**config.mk**
```make
export PLATFORM = sky130hd
export DESIGN_NAME = strobed_bus_access_sequencer_flat
export DESIGN_NICKNAME = d
export VERILOG_FILES = /design/src/rtl/sbas_pkg.sv /design/src/rtl/sbas_if.sv /design/src/rtl/sbas_front.sv /design/src/rtl/sbas_queue.sv /design/src/rtl/sbas_back.sv /design/src/rtl/strobed_bus_access_sequencer.sv /design/src/flat_wrapper.sv
export SDC_FILE = /design/constraint.sdc
export NUM_CORES = 1
export LEC_CHECK = 0
export ABC_AREA = 1
export ABC_CLOCK_PERIOD_IN_PS = 4100
export BUFFER_PORTS_ARGS = -buffer_cell sky130_fd_sc_hd__buf_2
export CORE_ASPECT_RATIO = 2
export CORE_MARGIN = 2
export CORE_UTILIZATION = 55
export DETAILED_ROUTE_END_ITERATION = 12
export PLACE_DENSITY = 0.85
export SETUP_SLACK_MARGIN = 0.5
export SLEW_MARGIN = 20
export SYNTH_ARGS = -nofsm -noshare
export SYNTH_HDL_FRONTEND = slang
export SYNTH_HIERARCHICAL = 1
export SYNTH_SLANG_ARGS = --single-unit
```
**constraint.sdc**
```tcl
create_clock -name clk_i -period 4.1 [get_ports clk_i]
set_input_delay 1.025 -clock clk_i [delete_from_list [all_inputs] [get_ports clk_i]]
set_output_delay 1.025 -clock clk_i [all_outputs]
set_load 0.005 [all_outputs]
```
**src/rtl/sbas_pkg.sv**
```systemverilog
// Shared types and constants of the strobed bus access sequencer.
package sbas_pkg;

  localparam int unsigned AddrW      = 24;
  localparam int unsigned WordW      = 16;
  localparam int unsigned DataW      = 32;
  localparam int unsigned QueueDepth = 2;
  localparam int unsigned QueuePtrW  = $clog2(QueueDepth);
  localparam int unsigned QueueCntW  = $clog2(QueueDepth + 1);

  typedef enum logic [3:0] {
    CMD_WR16      = 4'd0,
    CMD_WR8       = 4'd1,
    CMD_WR32      = 4'd2,
    CMD_RD16      = 4'd3,
    CMD_RD8       = 4'd4,
    CMD_RD32      = 4'd5,
    CMD_STATUS_WR = 4'd6,
    CMD_STATUS_RD = 4'd7,
    CMD_SAMPLE    = 4'd8
  } cmd_e;

  typedef enum logic [2:0] {
    PH_WRITE     = 3'd0,
    PH_READ      = 3'd1,
    PH_IDLE      = 3'd2,
    PH_STATUS_RD = 3'd3,
    PH_ANSWER    = 3'd4,
    PH_ERROR     = 3'd5
  } phase_e;

  typedef enum logic [2:0] {
    SEL_W16    = 3'd0,
    SEL_R16    = 3'd1,
    SEL_W8     = 3'd2,
    SEL_R8     = 3'd3,
    SEL_STATUS = 3'd4
  } sel_e;

  typedef enum logic [2:0] {
    PEND_NONE   = 3'd0,
    PEND_R16    = 3'd1,
    PEND_R8     = 3'd2,
    PEND_R32_HI = 3'd3,
    PEND_R32_LO = 3'd4,
    PEND_STATUS = 3'd5
  } pend_e;

  // Kinds of work the back end carries out.
  typedef enum logic [2:0] {
    KIND_ERR   = 3'd0,
    KIND_ANS   = 3'd1,
    KIND_WR    = 3'd2,
    KIND_RD    = 3'd3,
    KIND_STWR  = 3'd4,
    KIND_STRD  = 3'd5
  } kind_e;

  typedef struct packed {
    kind_e              kind;
    sel_e               sel;
    logic               dbl;
    logic [AddrW-1:0]   addr;
    logic [DataW-1:0]   data;
  } desc_t;

  typedef struct packed {
    phase_e             phase;
    sel_e               sel;
    logic [WordW-1:0]   word;
    logic [DataW-1:0]   rv;
    logic               last;
  } res_t;

endpackage

```
**src/rtl/sbas_if.sv**
```systemverilog
// Handshake interfaces for the command and result channels.
interface sbas_cmd_if;
  logic                        valid;
  logic                        ready;
  logic [3:0]                  command;
  logic [sbas_pkg::AddrW-1:0]  address;
  logic [sbas_pkg::DataW-1:0]  write_value;
  logic [sbas_pkg::WordW-1:0]  sampled_word;

  modport source (output valid, command, address, write_value, sampled_word, input ready);
  modport sink   (input valid, command, address, write_value, sampled_word, output ready);
endinterface

interface sbas_res_if;
  logic                        valid;
  logic                        ready;
  logic [2:0]                  phase;
  logic [2:0]                  reg_select;
  logic [sbas_pkg::WordW-1:0]  bus_word;
  logic [sbas_pkg::DataW-1:0]  read_value;
  logic                        last;

  modport source (output valid, phase, reg_select, bus_word, read_value, last, input ready);
  modport sink   (input valid, phase, reg_select, bus_word, read_value, last, output ready);
endinterface

```
**src/rtl/sbas_front.sv**
```systemverilog
// Front end: accepts commands and samples, tracks the pending read, issues work descriptors.
module sbas_front (
  input  logic                clk_i,
  input  logic                rst_ni,
  sbas_cmd_if.sink            cmd_i,
  output logic                push_valid_o,
  input  logic                push_ready_i,
  output sbas_pkg::desc_t     push_desc_o
);

  sbas_pkg::pend_e                  pend_q, pend_d;
  logic [sbas_pkg::AddrW-1:0]       held_q, held_d;
  logic [sbas_pkg::WordW-1:0]       upper_q, upper_d;
  logic [sbas_pkg::AddrW-1:0]       held_plus2;
  logic [7:0]                       wbyte;
  logic                             busy;
  logic                             accept;
  sbas_pkg::desc_t                  desc;

  assign cmd_i.ready  = push_ready_i;
  assign push_valid_o = cmd_i.valid;
  assign push_desc_o  = desc;
  assign accept       = cmd_i.valid & push_ready_i;
  assign busy         = (pend_q != sbas_pkg::PEND_NONE);
  assign held_plus2   = held_q + sbas_pkg::AddrW'(2);
  assign wbyte        = cmd_i.write_value[7:0];

  always_comb begin
    pend_d  = pend_q;
    held_d  = held_q;
    upper_d = upper_q;
    desc.kind = sbas_pkg::KIND_ERR;
    desc.sel  = sbas_pkg::SEL_W16;
    desc.dbl  = 1'b0;
    desc.addr = cmd_i.address;
    desc.data = '0;
    if (cmd_i.command == sbas_pkg::CMD_SAMPLE) begin
      case (pend_q)
        sbas_pkg::PEND_R16, sbas_pkg::PEND_STATUS: begin
          desc.kind = sbas_pkg::KIND_ANS;
          desc.data = {16'h0000, cmd_i.sampled_word};
          pend_d    = sbas_pkg::PEND_NONE;
        end
        sbas_pkg::PEND_R8: begin
          desc.kind = sbas_pkg::KIND_ANS;
          desc.data = {24'h000000, held_q[0] ? cmd_i.sampled_word[7:0]
                                              : cmd_i.sampled_word[15:8]};
          pend_d    = sbas_pkg::PEND_NONE;
        end
        sbas_pkg::PEND_R32_HI: begin
          // The high half has arrived; chain the low-half read at address plus two.
          desc.kind = sbas_pkg::KIND_RD;
          desc.sel  = sbas_pkg::SEL_R16;
          desc.addr = held_plus2;
          upper_d   = cmd_i.sampled_word;
          held_d    = held_plus2;
          pend_d    = sbas_pkg::PEND_R32_LO;
        end
        sbas_pkg::PEND_R32_LO: begin
          desc.kind = sbas_pkg::KIND_ANS;
          desc.data = {upper_q, cmd_i.sampled_word};
          pend_d    = sbas_pkg::PEND_NONE;
        end
        default: begin
          desc.kind = sbas_pkg::KIND_ERR;
        end
      endcase
    end else if (!busy) begin
      case (cmd_i.command)
        sbas_pkg::CMD_WR16: begin
          desc.kind = sbas_pkg::KIND_WR;
          desc.data = {16'h0000, cmd_i.write_value[15:0]};
        end
        sbas_pkg::CMD_WR8: begin
          desc.kind = sbas_pkg::KIND_WR;
          desc.sel  = sbas_pkg::SEL_W8;
          desc.data = {16'h0000, cmd_i.address[0] ? {8'h00, wbyte} : {wbyte, wbyte}};
        end
        sbas_pkg::CMD_WR32: begin
          desc.kind = sbas_pkg::KIND_WR;
          desc.dbl  = 1'b1;
          desc.data = cmd_i.write_value;
        end
        sbas_pkg::CMD_RD16: begin
          desc.kind = sbas_pkg::KIND_RD;
          desc.sel  = sbas_pkg::SEL_R16;
          held_d    = cmd_i.address;
          pend_d    = sbas_pkg::PEND_R16;
        end
        sbas_pkg::CMD_RD8: begin
          desc.kind = sbas_pkg::KIND_RD;
          desc.sel  = sbas_pkg::SEL_R8;
          held_d    = cmd_i.address;
          pend_d    = sbas_pkg::PEND_R8;
        end
        sbas_pkg::CMD_RD32: begin
          desc.kind = sbas_pkg::KIND_RD;
          desc.sel  = sbas_pkg::SEL_R16;
          held_d    = cmd_i.address;
          pend_d    = sbas_pkg::PEND_R32_HI;
        end
        sbas_pkg::CMD_STATUS_WR: begin
          desc.kind = sbas_pkg::KIND_STWR;
          desc.sel  = sbas_pkg::SEL_STATUS;
          desc.data = {16'h0000, cmd_i.write_value[15:0]};
        end
        sbas_pkg::CMD_STATUS_RD: begin
          desc.kind = sbas_pkg::KIND_STRD;
          desc.sel  = sbas_pkg::SEL_STATUS;
          pend_d    = sbas_pkg::PEND_STATUS;
        end
        default: begin
          desc.kind = sbas_pkg::KIND_ERR;
        end
      endcase
    end
  end

  always_ff @(posedge clk_i or negedge rst_ni) begin
    if (!rst_ni) begin
      pend_q  <= sbas_pkg::PEND_NONE;
      held_q  <= '0;
      upper_q <= '0;
    end else if (accept) begin
      pend_q  <= pend_d;
      held_q  <= held_d;
      upper_q <= upper_d;
    end
  end

`ifndef SYNTH
  a_answer_clears_pending: assert property (@(posedge clk_i) disable iff (!rst_ni)
    accept && desc.kind == sbas_pkg::KIND_ANS |=> pend_q == sbas_pkg::PEND_NONE)
    else $error("pending read not cleared after an answer");
  a_busy_command_errors: assert property (@(posedge clk_i) disable iff (!rst_ni)
    accept && busy && cmd_i.command != sbas_pkg::CMD_SAMPLE |-> desc.kind == sbas_pkg::KIND_ERR)
    else $error("command taken while a read was pending");
  a_error_keeps_state: assert property (@(posedge clk_i) disable iff (!rst_ni)
    accept && desc.kind == sbas_pkg::KIND_ERR |=> $stable(pend_q) && $stable(held_q))
    else $error("error transfer changed the read state");
`endif

endmodule

```
**src/rtl/sbas_queue.sv**
```systemverilog
// Short descriptor queue between the front and back ends.
module sbas_queue (
  input  logic              clk_i,
  input  logic              rst_ni,
  input  logic              push_valid_i,
  output logic              push_ready_o,
  input  sbas_pkg::desc_t   push_desc_i,
  output logic              pop_valid_o,
  input  logic              pop_ready_i,
  output sbas_pkg::desc_t   pop_desc_o
);

  sbas_pkg::desc_t                      mem_q [sbas_pkg::QueueDepth];
  logic [sbas_pkg::QueuePtrW-1:0]       wr_ptr_q, rd_ptr_q;
  logic [sbas_pkg::QueueCntW-1:0]       count_q;
  logic                                 push, pop;

  assign push_ready_o = (count_q != sbas_pkg::QueueCntW'(sbas_pkg::QueueDepth));
  assign pop_valid_o  = (count_q != '0);
  assign pop_desc_o   = mem_q[rd_ptr_q];
  assign push         = push_valid_i & push_ready_o;
  assign pop          = pop_valid_o & pop_ready_i;

  always_ff @(posedge clk_i) begin
    if (push) begin
      mem_q[wr_ptr_q] <= push_desc_i;
    end
  end

  always_ff @(posedge clk_i or negedge rst_ni) begin
    if (!rst_ni) begin
      wr_ptr_q <= '0;
      rd_ptr_q <= '0;
      count_q  <= '0;
    end else begin
      if (push) begin
        wr_ptr_q <= (wr_ptr_q == sbas_pkg::QueuePtrW'(sbas_pkg::QueueDepth - 1)) ? '0
                                                                             : wr_ptr_q + 1'b1;
      end
      if (pop) begin
        rd_ptr_q <= (rd_ptr_q == sbas_pkg::QueuePtrW'(sbas_pkg::QueueDepth - 1)) ? '0
                                                                             : rd_ptr_q + 1'b1;
      end
      if (push && !pop) begin
        count_q <= count_q + 1'b1;
      end else if (pop && !push) begin
        count_q <= count_q - 1'b1;
      end
    end
  end

`ifndef SYNTH
  a_count_tracks_push: assert property (@(posedge clk_i) disable iff (!rst_ni)
    push && !pop |=> count_q == $past(count_q) + 1'b1)
    else $error("queue fill count lost a transfer");
  a_count_tracks_pop: assert property (@(posedge clk_i) disable iff (!rst_ni)
    pop && !push |=> count_q == $past(count_q) - 1'b1)
    else $error("queue fill count repeated a transfer");
  a_count_bounded: assert property (@(posedge clk_i) disable iff (!rst_ni)
    count_q <= sbas_pkg::QueueCntW'(sbas_pkg::QueueDepth))
    else $error("queue overfilled");
`endif

endmodule

```
**src/rtl/sbas_back.sv**
```systemverilog
// Back end: steps through the bus phases of each descriptor into the result register.
module sbas_back (
  input  logic              clk_i,
  input  logic              rst_ni,
  input  logic              desc_valid_i,
  output logic              desc_pop_o,
  input  sbas_pkg::desc_t   desc_i,
  sbas_res_if.source        res_o
);

  logic [2:0]                       step_q;
  logic                             res_valid_q;
  sbas_pkg::res_t                   res_q;
  sbas_pkg::res_t                   nxt;
  logic [sbas_pkg::AddrW-1:0]       addr_use;
  logic                             load;

  assign load       = desc_valid_i & (~res_valid_q | res_o.ready);
  assign desc_pop_o = load & nxt.last;
  // The second half of a 32-bit write goes to address plus two.
  assign addr_use   = step_q[2] ? desc_i.addr + sbas_pkg::AddrW'(2) : desc_i.addr;

  always_comb begin
    nxt.phase = sbas_pkg::PH_ERROR;
    nxt.sel   = sbas_pkg::SEL_W16;
    nxt.word  = '0;
    nxt.rv    = '0;
    nxt.last  = 1'b1;
    case (desc_i.kind)
      sbas_pkg::KIND_ANS: begin
        nxt.phase = sbas_pkg::PH_ANSWER;
        nxt.rv    = desc_i.data;
      end
      sbas_pkg::KIND_STWR: begin
        nxt.phase = sbas_pkg::PH_WRITE;
        nxt.sel   = desc_i.sel;
        nxt.word  = desc_i.data[15:0];
      end
      sbas_pkg::KIND_STRD: begin
        nxt.phase = sbas_pkg::PH_STATUS_RD;
        nxt.sel   = desc_i.sel;
      end
      sbas_pkg::KIND_WR, sbas_pkg::KIND_RD: begin
        nxt.sel  = desc_i.sel;
        nxt.last = 1'b0;
        case (step_q[1:0])
          2'd0: begin
            nxt.phase = sbas_pkg::PH_WRITE;
            nxt.word  = addr_use[15:0];
          end
          2'd1: begin
            nxt.phase = sbas_pkg::PH_WRITE;
            nxt.word  = {8'h00, addr_use[23:16]};
          end
          2'd2: begin
            if (desc_i.kind == sbas_pkg::KIND_RD) begin
              nxt.phase = sbas_pkg::PH_READ;
              nxt.last  = 1'b1;
            end else begin
              nxt.phase = sbas_pkg::PH_WRITE;
              nxt.word  = (desc_i.dbl && !step_q[2]) ? desc_i.data[31:16]
                                                       : desc_i.data[15:0];
            end
          end
          default: begin
            nxt.phase = sbas_pkg::PH_IDLE;
            nxt.last  = ~desc_i.dbl | step_q[2];
          end
        endcase
      end
      default: begin
        nxt.phase = sbas_pkg::PH_ERROR;
      end
    endcase
  end

  always_ff @(posedge clk_i or negedge rst_ni) begin
    if (!rst_ni) begin
      step_q      <= '0;
      res_valid_q <= 1'b0;
    end else begin
      if (load) begin
        res_valid_q <= 1'b1;
        step_q      <= nxt.last ? 3'd0 : step_q + 3'd1;
      end else if (res_o.ready) begin
        res_valid_q <= 1'b0;
      end
    end
  end

  always_ff @(posedge clk_i) begin
    if (load) begin
      res_q <= nxt;
    end
  end

  assign res_o.valid      = res_valid_q;
  assign res_o.phase      = res_q.phase;
  assign res_o.reg_select = res_q.sel;
  assign res_o.bus_word   = res_q.word;
  assign res_o.read_value = res_q.rv;
  assign res_o.last       = res_q.last;

`ifndef SYNTH
  a_step_has_desc: assert property (@(posedge clk_i) disable iff (!rst_ni)
    step_q != 3'd0 |-> desc_valid_i)
    else $error("descriptor left the queue before its last phase");
  a_step_multi_phase: assert property (@(posedge clk_i) disable iff (!rst_ni)
    step_q != 3'd0 |-> desc_i.kind == sbas_pkg::KIND_WR || desc_i.kind == sbas_pkg::KIND_RD)
    else $error("phase counter running on a single-phase descriptor");
  a_pop_on_last: assert property (@(posedge clk_i) disable iff (!rst_ni)
    desc_pop_o |=> res_valid_q && res_q.last)
    else $error("descriptor popped without its last transfer");
`endif

endmodule

```
**src/rtl/strobed_bus_access_sequencer.sv**
```systemverilog
// Top level: strobed bus access sequencer, front end, descriptor queue and phase sequencer.
// Descriptors are registered in the queue and results in the back-end result register.
// The back-end sequencer gives one result per cycle while the result channel is ready; an
// item causes 1 (error, answer, status), 3 (read), 4 (write) or 8 (wr32) results.
// The two-entry descriptor queue lets commands be taken while results are still delivered.
// Reset clears the pending read, held address, upper half, the queue and the result valid.
module strobed_bus_access_sequencer (
  input  logic        clk_i,
  input  logic        rst_ni,
  sbas_cmd_if.sink    cmd_i,
  sbas_res_if.source  res_o
);

  logic               push_valid, push_ready;
  logic               pop_valid, pop_ready;
  sbas_pkg::desc_t    push_desc, pop_desc;

  sbas_front u_front (
    .clk_i        (clk_i),
    .rst_ni       (rst_ni),
    .cmd_i        (cmd_i),
    .push_valid_o (push_valid),
    .push_ready_i (push_ready),
    .push_desc_o  (push_desc)
  );

  sbas_queue u_queue (
    .clk_i        (clk_i),
    .rst_ni       (rst_ni),
    .push_valid_i (push_valid),
    .push_ready_o (push_ready),
    .push_desc_i  (push_desc),
    .pop_valid_o  (pop_valid),
    .pop_ready_i  (pop_ready),
    .pop_desc_o   (pop_desc)
  );

  sbas_back u_back (
    .clk_i        (clk_i),
    .rst_ni       (rst_ni),
    .desc_valid_i (pop_valid),
    .desc_pop_o   (pop_ready),
    .desc_i       (pop_desc),
    .res_o        (res_o)
  );

endmodule

```
**src/flat_wrapper.sv**
```systemverilog
// flat-port wrapper written by rule: the top's interface ports become plain ports
module strobed_bus_access_sequencer_flat 
  (clk_i, rst_ni, cmd_i_valid, cmd_i_command, cmd_i_address, cmd_i_write_value, cmd_i_sampled_word, cmd_i_ready, res_o_valid, res_o_phase, res_o_reg_select, res_o_bus_word, res_o_read_value, res_o_last, res_o_ready);
  sbas_cmd_if cmd_i_i ();
  sbas_res_if res_o_i ();
  input  logic clk_i;
  input  logic rst_ni;
  input wire logic [$bits(cmd_i_i.valid)-1:0] cmd_i_valid;
  input wire logic [$bits(cmd_i_i.command)-1:0] cmd_i_command;
  input wire logic [$bits(cmd_i_i.address)-1:0] cmd_i_address;
  input wire logic [$bits(cmd_i_i.write_value)-1:0] cmd_i_write_value;
  input wire logic [$bits(cmd_i_i.sampled_word)-1:0] cmd_i_sampled_word;
  output wire logic [$bits(cmd_i_i.ready)-1:0] cmd_i_ready;
  output wire logic [$bits(res_o_i.valid)-1:0] res_o_valid;
  output wire logic [$bits(res_o_i.phase)-1:0] res_o_phase;
  output wire logic [$bits(res_o_i.reg_select)-1:0] res_o_reg_select;
  output wire logic [$bits(res_o_i.bus_word)-1:0] res_o_bus_word;
  output wire logic [$bits(res_o_i.read_value)-1:0] res_o_read_value;
  output wire logic [$bits(res_o_i.last)-1:0] res_o_last;
  input wire logic [$bits(res_o_i.ready)-1:0] res_o_ready;
  assign cmd_i_i.valid = cmd_i_valid;
  assign cmd_i_i.command = cmd_i_command;
  assign cmd_i_i.address = cmd_i_address;
  assign cmd_i_i.write_value = cmd_i_write_value;
  assign cmd_i_i.sampled_word = cmd_i_sampled_word;
  assign cmd_i_ready = cmd_i_i.ready;
  assign res_o_valid = res_o_i.valid;
  assign res_o_phase = res_o_i.phase;
  assign res_o_reg_select = res_o_i.reg_select;
  assign res_o_bus_word = res_o_i.bus_word;
  assign res_o_read_value = res_o_i.read_value;
  assign res_o_last = res_o_i.last;
  assign res_o_i.ready = res_o_ready;
  strobed_bus_access_sequencer u_core (.clk_i(clk_i), .rst_ni(rst_ni), .cmd_i(cmd_i_i), .res_o(res_o_i));
endmodule
```
==> flow_results.org <==
** Floorplan
- Number of ports placed on the die boundary :: 137
- The floorplan step defined a die boundary enclosing 23,000 um^2.
- The die is 213 um tall.
- Number of rows in the core area :: 76
- Die span in x :: about 110 um
- The core region is 21,500 um^2.
- Starting density of the core :: 0.557

** Placed design
- Detailed placement finished with a half-perimeter wire length of 23,000 um.
- Routability-driven placement finished with a final weighted congestion of approximately 1.
- Including well taps, the total number of placed cells is 1,806.
- Number of input and output port buffers inserted :: 136
- Cell area reported after detailed placement :: 12,800 um^2

** STA
- Final setup violation count :: 0
- Static timing analysis puts the maximum clock frequency at about 360 MHz.
- The worst path needs 2.79 ns of the cycle, external delays included.
- Hold Fails Final Rpt :: 0
- Hold WS :: 0.510 ns
- Clock skew on the completed layout was measured at 0.0121 ns.
- Setup repair after global routing missed its margin :: false
- Fin crit share :: 0.680
- The worst pin sits at a relative slew slack of 0.431.
- At the pin with the least slew margin, the transition time is 0.853 ns.
- Pins Over Slew Limit :: 0

** Synthesis
- EDFF count, synth :: 181
- Most common flop cell mapped by yosys :: edfxtp_1
- Cell area after synthesis :: 12,000 um^2
- Register bit count reported by yosys :: 232
- Net count after synthesis :: 1,519
- During synthesis, Yosys emitted a total of 6 warnings.
- Synth unique cells :: 38
- Gate Count Post-Synth :: 1,431
- Synth Area per Inst :: 8.37 um^2
- Proportion of synthesized chip area in sequential cells :: 0.561
- Fraction of synthesis flops using an asynchronous set or reset pin :: 0.220

** Clock network
- TritonCTS clock tree :: yes
- Hold bufs inserted after CTS :: 0
- Buffer count from post-CTS setup fixing :: 0
- Clock Sinks :: around 230
- Insertion delay of the later-clocked pin in the worst-skew pair :: about 0.52 ns
- The clock passes through at most 3 buffers.
- In this run the number of H-tree levels came out at 1.
- Once the clock tree was built, the resizer swapped 0 gates to a different size.
- Buffers inserted during clock tree synthesis total 20.
- The tree is rooted in a clkbuf_16.
- Clock-pin slew was measured on the worst setup and hold paths at 0.07 ns.

** Critical path
- Type of the setup path with the least slack :: flip-flop to flip-flop
- Of all nets on the critical path, the largest fanout is 18.
- Crit path capture type :: flip-flop
- Counting cells, the worst reg-to-reg path comes to 15.
- The worst register-to-register path ends at u_core/u_queue/count_q[1].
- R2r setup slk :: 1.31 ns
- STA puts the critical path data required time at 4.51 ns.
- The worst setup path is launched from a flip-flop.
- The worst register-to-register path begins at u_core/u_queue/rd_ptr_q.
- Data arrival time of the critical path :: 3.20 ns

** Routing
- Routed metal-1 wirelength :: roughly 11,000 um
- Detailed Routing Iterations Pass 1 :: 7
- Uppermost layer routed :: met4
- Total via count after detailed routing :: 9,843
- Detailed routing placed a total of 16,300 um of wire on met2.
- Dividing the detail-routed wire length by the instance count gives 16.4 um.
- The first routing iteration left about 520 violations.
- Via-per-instance ratio :: 5.35
- Detail Route Antenna Nets :: 0
- After detailed routing, the met3 layer carries between 1500 and 2000 um of wire.
- In the routed design, unresolved DRC markers number 0.
- The routed design has 30,300 um of wire.

** Layout
- Ratio of cells with drive above 1 in the final layout :: 0.141
- Number of standard cells in the final layout excluding fillers :: 1,841
- Final net count :: 1,643
- 0 antenna diodes ended up in the layout.
- Compared with the post-synthesis result, the final layout area differs by 12.8%.
- After filler insertion, the fill cell instance count of the layout stands at 1,849.
- Post-route standard cell area excluding fillers :: 13,500 um^2

** Min path
- Along the worst hold path, the cell count comes to 1.
- The worst hold path belongs to the class flip-flop to flip-flop.
- Worst hold endpoint :: u_core/u_queue/count_q[0]
- Hold Startpoint :: u_core/u_queue/count_q[0]

** Pwr
- For this design the ratio of total power to cell area is slightly below 700 nW/um^2.
- Total power after layout :: ~0.0091 W
- Leak :: roughly 6.3 nW
- IR analysis of the VDD net gives a maximum drop of 349 uV.

** Global route
- Entering global routing, the biggest net connects 64 pins.
- Antenna violations before repair :: 0
- Across every metal layer, demand over resource in global routing totals 0.269.
- After global routing the overflow that remains totals 0.
- Vias in the first global route :: 9,439
- First-pass GRT wire length :: 47,200 um

** Outcome
- The flow ran to the end, and the final reports show no timing, DRC or antenna violations.

** Job
- Maximum capacitance violations :: 0
[cells in the final DEF (no fill, tap or decap), types with 2 or more instances in the layout]
| cell | netlist | final |
|---|---|---|
| a21oi_1 | 24 | 24 |
| a22oi_1 | 8 | 8 |
| a31oi_1 | 9 | 9 |
| buf_2 | 19 | 136 |
| buf_4 | 3 | 13 |
| bufinv_16 | 0 | 3 |
| clkbuf_1 | 14 | 2 |
| clkbuf_16 | 0 | 20 |
| clkinv_2 | 0 | 3 |
| clkinv_4 | 1 | 3 |
| dfrtp_1 | 51 | 51 |
| edfxtp_1 | 181 | 181 |
| ha_1 | 8 | 8 |
| inv_1 | 147 | 147 |
| inv_2 | 8 | 8 |
| inv_6 | 0 | 2 |
| nand2_1 | 558 | 558 |
| nand2_2 | 9 | 9 |
| nand2_4 | 4 | 4 |
| nand3_1 | 85 | 85 |
| nand4_1 | 7 | 7 |
| nor2_1 | 151 | 149 |
| nor2_2 | 7 | 7 |
| nor2_4 | 3 | 5 |
| nor2_8 | 2 | 2 |
| nor3_1 | 3 | 3 |
| nor4_1 | 3 | 3 |
| o211ai_1 | 3 | 3 |
| o21ai_0 | 82 | 82 |
| o21ai_1 | 8 | 8 |
| o21bai_1 | 6 | 6 |
| xnor2_1 | 3 | 3 |
| xor2_1 | 7 | 7 |
[flip-flops by register name (all words and copies together), names as in the netlist, 2 cells and up]
register,flops
u_core/u_queue/mem_q,126
u_core/u_front/pend_q,3
u_core/u_back/step_q,3
u_core/u_back/res_o.read_value,32
u_core/u_queue/count_q,2
u_core/u_front/held_q,24
u_core/u_back/res_o.reg_select,3
u_core/u_back/res_o.bus_word,16
u_core/u_front/upper_q,16
u_core/u_back/res_o.phase,3
[worst max path at each step]
stage / from / end / slack, ns / cells after the start
after detailed placement: cmd_i_command[1] / u_core/u_front/upper_q[13] / 0.93 / 10
after CTS: u_core/u_queue/rd_ptr_q / u_core/u_queue/count_q[1] / 1.35 / 15
after global placement: cmd_i_command[1] / u_core/u_front/upper_q[11] / 1.08 / 10
final: u_core/u_queue/rd_ptr_q / u_core/u_queue/count_q[1] / 1.31 / 15
after global routing: u_core/u_queue/rd_ptr_q / u_core/u_queue/count_q[1] / 1.12 / 15
after floorplan: cmd_i_valid / u_core/u_queue/mem_q[0][0] / -0.23 / 3
[power breakdown]
part	total, W	internal [W]	switching [W]
Clock	0.00196	0.00112	0.000840
Combinational	0.00336	0.000958	0.00240
Sequential	0.00379	0.00347	0.000324
[kinds of logic after synthesis]
kind of cell               synth area share
and+or+nand+nor                       0.284
DFF                                   0.561
buffers and inverters                0.0746
AOI/OAI and AO/OA                    0.0651
xor gates and xnor gates            0.00732
adders and majority gates           0.00836
[critical path, cell delays in order, from the launching register on]
cell and delay [ns]:
dfrtp_1 0.47, inv_2 0.10, nand2_1 0.05, nand2_1 0.15, ha_1 0.21, inv_1 0.07, nor2_2 0.54, o21ai_1 0.20
o21ai_2 0.16, nor2_1 0.10, nand2_1 0.10, ha_1 0.26, inv_1 0.09, nand3_1 0.07, nand2_1 0.06, nand2_1 0.05
[cell usage after synthesis (all sizes together), types with 2 or more instances]
cell type  instances  share of area
nor2             163          0.057
clkbuf            19          0.010
edfxtp           181           0.45
a31oi              9         0.0047
xor2               7         0.0051
dfrtp             51           0.11
inv              155          0.049
a21oi             25          0.011
nor3               4         0.0021
ha                 8         0.0084
clkinv             2         0.0010
nand2            571           0.18
buf               28          0.015
xnor2              3         0.0022
o21bai             6         0.0038
nand3             85          0.036
o211ai             3         0.0019
a22oi              8         0.0050
nor4               3         0.0016
o21ai             91          0.038
nand4              7         0.0037
[routing by layer]
metal | vias to the layer above | GRT usage
met4 | 0 | 0.152
met2 | 408 | 0.501
met3 | 97 | 0.0261
li1 | 4833 | -
met5 | - | 0
met1 | 4505 | 0.293
[metrics by stage]
stage	utilization	worst slack (ns)	setup TNS (ns)
final	0.628	1.31	0
after global routing	0.628	1.12	0
after CTS	0.628	1.35	0
after detailed placement	0.596	0.930	0
after global placement	0.596	1.08	0
after floorplan	-	-0.233	-29.35
[final cells by class]
type,instances,area [um^2],share of cell area
clock buffer,23,522,0.0386
clock inverter,12,164,0.0121
inverter,157,594,0.0440
multi-input combinational,995,4390,0.325
sequential,232,6710,0.497
tap,273,342,0.0253
timing repair buffer,149,778,0.0576
No activity file was read; power rests on OpenSTA's default activity.
